<file path="src/hdl/tvas_pkg.sv">
// ----------------------------------------------------------------------------
// Tilt vector angle sector package
// Shared widths, the CORDIC stage record and the arctangent table for the
// tilt vector to angle sector pipeline.
// ----------------------------------------------------------------------------
`default_nettype none

package tvas_pkg;

  localparam int SAMPLE_W         = 16;
  localparam int DATA_W           = 20;
  localparam int TURN_W           = 16;
  localparam int CORDIC_STAGES    = 16;
  localparam int SECTOR_W         = 5;
  localparam int SECTOR_COUNT_DEF = 32;

  localparam logic [TURN_W-1:0] ZERO_TURN          = 16'h0000;
  localparam logic [TURN_W-1:0] QUARTER_TURN       = 16'h4000;
  localparam logic [TURN_W-1:0] HALF_TURN          = 16'h8000;
  localparam logic [TURN_W-1:0] THREE_QUARTER_TURN = 16'hC000;

  typedef struct packed {
    logic                     bypass;
    logic signed [DATA_W-1:0] x;
    logic signed [DATA_W-1:0] y;
    logic [TURN_W-1:0]        z;
  } cordic_t;

  function automatic logic [TURN_W-1:0] atan_turn(input int idx);
    logic [TURN_W-1:0] a;
    case (idx)
      0:       a = 16'd8192;
      1:       a = 16'd4836;
      2:       a = 16'd2555;
      3:       a = 16'd1297;
      4:       a = 16'd651;
      5:       a = 16'd326;
      6:       a = 16'd163;
      7:       a = 16'd81;
      8:       a = 16'd41;
      9:       a = 16'd20;
      10:      a = 16'd10;
      11:      a = 16'd5;
      12:      a = 16'd3;
      13:      a = 16'd1;
      14:      a = 16'd1;
      default: a = 16'd0;
    endcase
    return a;
  endfunction

endpackage

`default_nettype wire

</file>
<file path="src/hdl/tvas_prep.sv">
// ----------------------------------------------------------------------------
// Tilt vector angle sector input stage
// Scales and mirrors the sample pair into the right half plane and resolves
// the axis cases that skip the CORDIC rotations.
// ----------------------------------------------------------------------------
`default_nettype none

module tvas_prep
  import tvas_pkg::*;
(
  input  wire logic                       clk,
  input  wire logic                       rst,
  input  wire logic                       up_valid,
  output logic                            up_ready,
  input  wire logic signed [SAMPLE_W-1:0] accel_x,
  input  wire logic signed [SAMPLE_W-1:0] accel_y,
  output logic                            dn_valid,
  input  wire logic                       dn_ready,
  output cordic_t                         dn_data
);

  logic signed [DATA_W-1:0] x_scaled;
  logic signed [DATA_W-1:0] y_scaled;
  cordic_t                  data_next;

  assign up_ready = !dn_valid || dn_ready;

  always_comb begin
    x_scaled  = {{2{accel_x[SAMPLE_W-1]}}, accel_x, 2'b00};
    y_scaled  = -{{2{accel_y[SAMPLE_W-1]}}, accel_y, 2'b00};
    data_next = '0;
    if (accel_y == '0) begin
      data_next.bypass = 1'b1;
      data_next.z      = accel_x[SAMPLE_W-1] ? HALF_TURN : ZERO_TURN;
    end else if (accel_x == '0) begin
      data_next.bypass = 1'b1;
      data_next.z      = accel_y[SAMPLE_W-1] ? QUARTER_TURN : THREE_QUARTER_TURN;
    end else if (x_scaled[DATA_W-1]) begin
      data_next.x = -x_scaled;
      data_next.y = -y_scaled;
      data_next.z = HALF_TURN;
    end else begin
      data_next.x = x_scaled;
      data_next.y = y_scaled;
      data_next.z = ZERO_TURN;
    end
  end

  always_ff @(posedge clk) begin
    if (rst) begin
      dn_valid <= 1'b0;
    end else if (up_ready) begin
      dn_valid <= up_valid;
    end
  end

  always_ff @(posedge clk) begin
    if (up_ready && up_valid) begin
      dn_data <= data_next;
    end
  end

endmodule

`default_nettype wire

</file>
<file path="src/hdl/tvas_cordic_stage.sv">
// ----------------------------------------------------------------------------
// Tilt vector angle sector CORDIC stage
// One registered vectoring micro-rotation that drives Y toward zero and
// accumulates the rotated angle as a fraction of a turn.
// ----------------------------------------------------------------------------
`default_nettype none

module tvas_cordic_stage
  import tvas_pkg::*;
#(
  parameter int STAGE_IDX = 0
) (
  input  wire logic    clk,
  input  wire logic    rst,
  input  wire logic    up_valid,
  output logic         up_ready,
  input  wire cordic_t up_data,
  output logic         dn_valid,
  input  wire logic    dn_ready,
  output cordic_t      dn_data
);

  localparam logic [TURN_W-1:0] ATAN_STEP = atan_turn(STAGE_IDX);

  cordic_t                  data_next;
  logic signed [DATA_W-1:0] x_shift;
  logic signed [DATA_W-1:0] y_shift;

  assign up_ready = !dn_valid || dn_ready;

  always_comb begin
    x_shift   = up_data.x >>> STAGE_IDX;
    y_shift   = up_data.y >>> STAGE_IDX;
    data_next = up_data;
    if (!up_data.bypass) begin
      if (!up_data.y[DATA_W-1]) begin
        data_next.x = up_data.x + y_shift;
        data_next.y = up_data.y - x_shift;
        data_next.z = up_data.z + ATAN_STEP;
      end else begin
        data_next.x = up_data.x - y_shift;
        data_next.y = up_data.y + x_shift;
        data_next.z = up_data.z - ATAN_STEP;
      end
    end
  end

  always_ff @(posedge clk) begin
    if (rst) begin
      dn_valid <= 1'b0;
    end else if (up_ready) begin
      dn_valid <= up_valid;
    end
  end

  always_ff @(posedge clk) begin
    if (up_ready && up_valid) begin
      dn_data <= data_next;
    end
  end

endmodule

`default_nettype wire

</file>
<file path="src/hdl/tvas_sector.sv">
// ----------------------------------------------------------------------------
// Tilt vector angle sector output stage
// Scales the turn fraction by the sector count and registers the sector index
// as the output register of the pipeline.
// ----------------------------------------------------------------------------
`default_nettype none

module tvas_sector
  import tvas_pkg::*;
#(
  parameter int SECTOR_COUNT = SECTOR_COUNT_DEF
) (
  input  wire logic               clk,
  input  wire logic               rst,
  input  wire logic               up_valid,
  output logic                    up_ready,
  input  wire cordic_t            up_data,
  output logic                    dn_valid,
  input  wire logic               dn_ready,
  output logic [SECTOR_W-1:0]     sector
);

  localparam int COUNT_W = $clog2(SECTOR_COUNT) + 1;
  localparam logic [COUNT_W-1:0] COUNT = COUNT_W'(SECTOR_COUNT);

  logic [TURN_W+COUNT_W-1:0]   product;
  logic [COUNT_W+SECTOR_W-1:0] index;

  assign up_ready = !dn_valid || dn_ready;

  always_comb begin
    product = {{COUNT_W{1'b0}}, up_data.z} * {{TURN_W{1'b0}}, COUNT};
    index   = {{SECTOR_W{1'b0}}, product[TURN_W+COUNT_W-1:TURN_W]};
  end

  always_ff @(posedge clk) begin
    if (rst) begin
      dn_valid <= 1'b0;
    end else if (up_ready) begin
      dn_valid <= up_valid;
    end
  end

  always_ff @(posedge clk) begin
    if (up_ready && up_valid) begin
      sector <= index[SECTOR_W-1:0];
    end
  end

endmodule

`default_nettype wire

</file>
<file path="src/hdl/tilt_vector_to_angle_sector.sv">
// A request passes the prep, CORDIC stage and sector registers in turn.
// Throughput: one request per cycle unless stalled, one rotation per stage.
// Every stage holds its item while the next one is full and stalled.
// Reset clears all stage valid bits; data registers are not reset.
// ----------------------------------------------------------------------------
// Tilt vector to angle sector
// Pipelined CORDIC vectoring of the accelerometer X/Y pair followed by
// quantization of the angle into equal sectors.
// ----------------------------------------------------------------------------
`default_nettype none

module tilt_vector_to_angle_sector
  import tvas_pkg::*;
#(
  parameter int SECTOR_COUNT = SECTOR_COUNT_DEF
) (
  input  wire logic                       clk,
  input  wire logic                       rst,
  input  wire logic                       accel_valid,
  output logic                            accel_stall,
  input  wire logic signed [SAMPLE_W-1:0] accel_x,
  input  wire logic signed [SAMPLE_W-1:0] accel_y,
  output logic                            sector_valid,
  input  wire logic                       sector_stall,
  output logic [SECTOR_W-1:0]             sector
);

  cordic_t stg_data  [0:CORDIC_STAGES];
  logic    stg_valid [0:CORDIC_STAGES];
  logic    stg_ready [0:CORDIC_STAGES+1];

  tvas_prep u_prep (
    .clk      (clk),
    .rst      (rst),
    .up_valid (accel_valid),
    .up_ready (stg_ready[0]),
    .accel_x  (accel_x),
    .accel_y  (accel_y),
    .dn_valid (stg_valid[0]),
    .dn_ready (stg_ready[1]),
    .dn_data  (stg_data[0])
  );

  assign accel_stall = !stg_ready[0];

  for (genvar k = 0; k < CORDIC_STAGES; k++) begin : g_stage
    tvas_cordic_stage #(
      .STAGE_IDX (k)
    ) u_stage (
      .clk      (clk),
      .rst      (rst),
      .up_valid (stg_valid[k]),
      .up_ready (stg_ready[k+1]),
      .up_data  (stg_data[k]),
      .dn_valid (stg_valid[k+1]),
      .dn_ready (stg_ready[k+2]),
      .dn_data  (stg_data[k+1])
    );
  end

  tvas_sector #(
    .SECTOR_COUNT (SECTOR_COUNT)
  ) u_sector (
    .clk      (clk),
    .rst      (rst),
    .up_valid (stg_valid[CORDIC_STAGES]),
    .up_ready (stg_ready[CORDIC_STAGES+1]),
    .up_data  (stg_data[CORDIC_STAGES]),
    .dn_valid (sector_valid),
    .dn_ready (!sector_stall),
    .sector   (sector)
  );

endmodule

`default_nettype wire

</file>
<file path="config.mk">
export PLATFORM = sky130hd
export DESIGN_NAME = tilt_vector_to_angle_sector
export DESIGN_NICKNAME = d
export VERILOG_FILES = /design/src/hdl/tvas_pkg.sv /design/src/hdl/tvas_prep.sv /design/src/hdl/tvas_cordic_stage.sv /design/src/hdl/tvas_sector.sv /design/src/hdl/tilt_vector_to_angle_sector.sv
export SDC_FILE = /design/constraint.sdc
export NUM_CORES = 2
export LEC_CHECK = 0
export BUFFER_PORTS_ARGS = -buffer_cell sky130_fd_sc_hd__buf_2
export CAP_MARGIN = 25
export CORE_UTILIZATION = 29
export CTS_CLUSTER_SIZE = 14
export DETAILED_ROUTE_END_ITERATION = 16
export PLACE_DENSITY = 0.46
export SLEW_MARGIN = 0
export SYNTH_ARGS = -nofsm -noshare
export SYNTH_HDL_FRONTEND = slang
export SYNTH_SLANG_ARGS = --single-unit
</file>
<file path="constraint.sdc">
create_clock -name clk -period 8.1 [get_ports clk]
set_clock_uncertainty 0.1 [all_clocks]
set_input_delay 0.81 -clock clk [delete_from_list [all_inputs] [get_ports clk]]
set_output_delay 0.81 -clock clk [all_outputs]
set_load 0.1 [all_outputs]
</file>
; ---- After elaboration in Yosys (flattened, before gate mapping)
; Cells that the tools add are included.
[op_classes]
n_addsub = 92
mul = 0
div = 0
magnitude_cmp = 0
n_eq_ne = 0
shift = 0
n_mux = 37
bitwise_logic = 1
reduce_logical = 60
[ops]
columns = cell, count
row1 = two-way mux 56 bit, 30
row2 = two-way mux 16 bit, 5
row3 = two-way mux 53 bit, 1
row4 = adder 20 x 10 -> 20 bit, 2
row5 = adder 20 x 11 -> 20 bit, 2
row6 = adder 20 x 12 -> 20 bit, 2
row7 = adder 20 x 13 -> 20 bit, 2
row8 = adder 20 x 14 -> 20 bit, 2
row9 = adder 20 x 15 -> 20 bit, 2
row10 = adder 20 x 16 -> 20 bit, 2
row11 = adder 20 x 17 -> 20 bit, 2
row12 = adder 20 x 18 -> 20 bit, 2
row13 = adder 20 x 19 -> 20 bit, 2
row14 = adder 20 x 6 -> 20 bit, 2
row15 = adder 20 x 7 -> 20 bit, 2
row16 = adder 20 x 8 -> 20 bit, 2
row17 = adder 20 x 9 -> 20 bit, 2
row18 = negator 20 bit, 2
row19 = subtractor 20 x 10 -> 20 bit, 2
row20 = subtractor 20 x 11 -> 20 bit, 2
row21 = subtractor 20 x 12 -> 20 bit, 2
row22 = subtractor 20 x 13 -> 20 bit, 2
row23 = subtractor 20 x 14 -> 20 bit, 2
row24 = subtractor 20 x 15 -> 20 bit, 2
row25 = 47 further kinds, 112
[totals]
ff_bits = 911
latch_bits = 0
mem_bits_rw = 0
mem_bits_ro = 0
out_inout_bits = 7
elab_cells = 273
mem_count = 0

; ---- Logic depth before layout (Yosys ltp)
[depth]
depth_word = 20
ltp_mapped = 18

; ---- Modules after synthesis
; From an unflattened synthesis, not the netlist that was laid out.
[unflattened]
hier_cells = 10160
area_unflattened_um2 = 90234.0
[modules_own_cells]
columns = module, n_inst, cells_each, area_each_um2
row1 = tvas_cordic_stage at g_stage[3].u_stage, 1, 697, 5948.2
row2 = tvas_cordic_stage at g_stage[2].u_stage, 1, 688, 5885.6
row3 = tvas_cordic_stage at g_stage[0].u_stage, 1, 667, 5733.0
row4 = tvas_cordic_stage at g_stage[6].u_stage, 1, 634, 5585.4
row5 = tvas_cordic_stage at g_stage[1].u_stage, 1, 639, 5580.4
row6 = tvas_cordic_stage at g_stage[4].u_stage, 1, 621, 5489.0
row7 = tvas_cordic_stage at g_stage[7].u_stage, 1, 617, 5489.0
row8 = tvas_cordic_stage at g_stage[11].u_stage, 1, 607, 5441.5
row9 = tvas_cordic_stage at g_stage[8].u_stage, 1, 612, 5432.7
row10 = tvas_cordic_stage at g_stage[5].u_stage, 1, 609, 5429.0
row11 = tvas_cordic_stage at g_stage[10].u_stage, 1, 611, 5422.7
row12 = tvas_cordic_stage at g_stage[12].u_stage, 1, 608, 5370.2
row13 = tvas_cordic_stage at g_stage[14].u_stage, 1, 586, 5307.6
row14 = tvas_cordic_stage at g_stage[13].u_stage, 1, 587, 5276.3
row15 = 5 more rows, --, --, --

; ---- Worst setup path before layout
; Ideal clock, no wire load.
[synth_timing]
kind = input to register
start = in sector_stall
end = reg g_stage[7].u_stage.dn_data[0] (netlist bit), enable pin
arrival_ns = 5.557
t_required_ns = 7.441
slack_ns = 1.884
stages = 6
path_buffers = 0
cell_sequence = nand2_1 > nor3_1 > nand2_1 > nor2_1 > and3_1 > a21boi_0
[synth_via]
elab_chain_len = 12
[synth_rtl]
columns = item, line_no
row1 = start: declaration, tilt_vector_to_angle_sector.sv:24  ; input wire logic sector_stall,
row2 = zero test 1 bit, tilt_vector_to_angle_sector.sv:70  ; .dn_ready (!sector_stall),
row3 = logical OR 1 bit, tvas_sector.sv:29  ; assign up_ready = !dn_valid || dn_ready;
row4 = logical OR 1 bit (9 in series), tvas_cordic_stage.sv:29  ; assign up_ready = !dn_valid || dn_ready;
row5 = logical AND 1 bit, tvas_cordic_stage.sv:57  ; if (up_ready && up_valid) begin
row6 = end signal: assignment, tvas_cordic_stage.sv:58  ; dn_data <= data_next;
row7 = end: declaration, tvas_cordic_stage.sv:20  ; output cordic_t dn_data
; No other way between the ends.
; A chain may end at the register's enable or synchronous reset.

==> impl_results.md <==
- Status: complete, no violations
- Post-Synth Simple-Gate Area: 0.167
- #FFs+latches synth: 789
- Layout cells sized above 1: 0.0493
- Clock root buffer: clkbuf_16
- I/O Buffers: 42
- Max VDD drop: 0.159 mV
- DRC: 0
- Relative slew slack: 0.316
- CP max stage delay: 0.82 ns
- Initial DRC Count: 3631
- Final Cell Area: 76400 µm²
- CTS tree: yes
- Ys Warns: 0
- Chip Height: 491 µm
- Fin nets: 8579
- Met1 Use GR: 0.210
- Post-Syn Area: 69300 µm²
- Core Region: 238000 µm²
- Pwr dens: 132 nW/µm²
- Finish-stage setup viols: 0
- Setup Buffers After CTS: 0
- Die X: 491 µm
- Slowest cell on the critical path: edfxtp_1
- TritonCTS sink count: 789
- Critical Path End: g_stage[7].u_stage.dn_data[34]$_DFFE_PP_
- Tot GR Track Use: 0.151
- Distinct cells, synth: 89
- Seq/Total Area, Yosys: 0.339
- Area share of the largest cell type after synthesis: 0.334
- CTS buffer count: 98
- GPL Wtd Cong: 0.849
- Syn-to-layout area delta: 10.2%
- Main combinational cell family by area after synthesis: compound AO/OA/AOI/OAI gates
- Top FF cell, synth: edfxtp_1
- Synth Area in Compound Gates: 0.195
- Minimum clock period after layout: 4.93 ns
- Least-Margin Pin Slew: 1.02 ns
- Die footprint: 241000 µm²
- Congestion Overflow GR: 0
- Max Clock Freq: 203 MHz
- Syn_nets: 8622
- Reg2Reg Depth: 13
- Skew-Pair Late Insertion Delay: 0.74 ns
- R2r endpoint: g_stage[7].u_stage.dn_data[34]$_DFFE_PP_
- Area contributors post-synth: edfxtp_1, ha_1, xnor2_1
- Via-to-Cell Ratio: 5.06
- Initial core utilization: 0.291
- Lkg Pwr: 30.0 nW
- Crit path required time: 8.48 ns
- Area after DPL: 73100 µm²
- Vias in the first global route: 53100
- Max Root-Sink Buffers: 3
- Startpoint types: flip-flop
- CP max FO: 27
- First-pass GRT wire length: 296 mm
- Initial antenna violation count: 1
- CP arrival: 5.31 ns
- Total negative slack: 0 ns
- WS Path Type: reg -> reg
- # IOs: 43
- Maximum capacitance violations: 0
- M3 GR Usage: 0.0160
- Post-synth top area cell: edfxtp_1
- Pin count of the biggest net entering global routing: 101
- Multiplexer share of the synthesized area: 0.0214
- CP Capture Type: flip-flop
- Post-route ant nets: 0
- Most frequent CP cell: o21ai_1
- CTS H-tree depth: 3
- GR peak layer: met2
- R2R Path Start: g_stage[6].u_stage.dn_data[35]$_DFFE_PP_
- Crit-path cells: buf_4, clkinv_1, o21ai_0, xnor2_1, ha_1, nand2_1, o21ai_1, o41ai_1, o21ai_1, a41oi_1, a21oi_1, xor2_1, mux2_2
- Pre-antenna DRT Iters: 6
- WL/cell: 16.9 µm
- Hold Buf Count CTS: 0
- Worst min-delay path category: in -> reg
- PostCTS Resize Cnt: 0
- RSZ-0062 raised after global routing: no
- Placement Rows: 179
- Reg2reg setup slack: 3.17 ns
- Most frequent cell after synthesis: nand2_1
- Xor and xnor fraction of the mapped netlist area: 0.104
- Global routing usage on met2: 0.245
- Detailed Route WL: 186 mm
- Crit. Startpoint: g_stage[6].u_stage.dn_data[35]$_DFFE_PP_
- EDFF count, synth: 771
- Clock-pin slew on the worst setup and hold paths: 0.06 ns
- Final period utilization: 0.609
- Async set or reset register ratio after synthesis: 0
- Gate count after technology mapping: 7818
- Final Hold Vio Count: 0
- Syn Area/Cell: 8.87 µm²
- Vias: 55700
- Fin. max-slew vios: 0
- Post-synth top cells: nand2_1, edfxtp_1, ha_1
- Adder-cell share of the synthesized area: 0.143
- HPWL after DPL: 144 mm
placed cells by master (no fill, tap or decap), drive strengths merged, types with 23 or more instances in the layout:
cell type and n:
fa 39, clkinv 52, and3 83, nor2 656, a21oi 546, nor4 58
a21boi 38, mux2i 57, a31oi 83, nand2b 124, nor2b 87, and2 26
o41ai 31, nand4 29, mux2 81, xnor2 447, o21bai 55, or3 63
o211ai 38, nand3 102, clkbuf 115, o31ai 85, buf 98, o21ai 797
nor3 245, ha 729, xor2 380, inv 321, nor3b 23, edfxtp 771
a211oi 63, nand2 910, a21o 196, o21a 92, or4 30, or2 25
logic make-up (layout without fill, tap and decap cells):
family | count (synthesis) | count (layout)
simple gates | 2514 | 2514
compound gates | 2215 | 2215
xor+xnor | 827 | 827
flops | 789 | 789
fa+ha+maj | 768 | 768
buf+inv | 567 | 602
mux | 138 | 138
other cells | 0 | 2
routing by layer:
| metal | wire [µm] | share of wire |
|---|---|---|
| met1 | 91100 | 0.49 |
| met2 | 83600 | 0.45 |
| met3 | 6140 | 0.033 |
| met4 | 4990 | 0.027 |
| met5 | 0 | 0 |
critical path: cells and delay by family (launching register included):
kind,cells,cell delay (ns)
fa+ha+maj,1,0.29
simple gates,1,0.08
compound gates,6,1.88
flops,1,0.82
buf+inv,2,0.94
xor+xnor,2,0.30
mux,1,0.26
flip-flops by register name, summed over array words and instances (netlist names):
name and cells:
g_stage.u_stage.dn_data 727, u_prep.dn_data 39, g_stage.u_stage.dn_valid 16, u_sector.sector 5, u_prep.dn_valid 1, u_sector.dn_valid 1
worst min path at each step:
stage	start	end	depth (start not counted)
final	sector_stall	u_sector.dn_valid$_SDFFE_PP0P_	3
after global routing	sector_stall	u_sector.dn_valid$_SDFFE_PP0P_	3
after CTS	sector_stall	u_sector.dn_valid$_SDFFE_PP0P_	3
after detailed placement	g_stage[15].u_stage.dn_data[14]$_DFFE_PP_	u_sector.sector[3]$_DFFE_PP_	0
after global placement	g_stage[15].u_stage.dn_data[15]$_DFFE_PP_	u_sector.sector[4]$_DFFE_PP_	0
after floorplan	g_stage[9].u_stage.dn_data[0]$_DFFE_PP_	g_stage[10].u_stage.dn_data[0]$_DFFE_PP_	0
power by group:
| part | total (mW) | switching (mW) | leakage, nW | internal (mW) |
|---|---|---|---|---|
| registers | 4.59 | 0.0678 | 7.18 | 4.52 |
| clock network | 4.42 | 1.84 | 1.55 | 2.58 |
| logic | 1.06 | 0.621 | 21.3 | 0.444 |
| total | 10.1 | 2.53 | 30.0 | 7.54 |
layout make-up:
type / count / area, µm²
Timing Repair Buffer: 99 / 692
Clock inverter: 64 / 641
Fill cell: 24800 / 161000
Antenna cell: 2 / 5.00
Inverter: 325 / 1220
Sequential cell: 789 / 23500
Tap cell: 3167 / 3960
Multi-Input combinational cell: 6462 / 43800
Clock buffer: 114 / 2530
stage by stage:
stage / std cells / worst slack, ns / hold WS [ns] / util / power [mW]
after CTS: 11000 / 3.20 / 0.153 / 0.321 / 10.3
after global placement: 10800 / 2.97 / 0.302 / 0.307 / 5.72
after floorplan: 7818 / 1.88 / 0.300 / - / 5.47
after detailed placement: 10800 / 3.21 / 0.305 / 0.308 / 5.73
after global routing: 11000 / 2.87 / 0.206 / 0.321 / 10.5
final: 11000 / 3.17 / 0.233 / 0.321 / 10.1
Note: power is estimated with default switching activity, not from simulation.
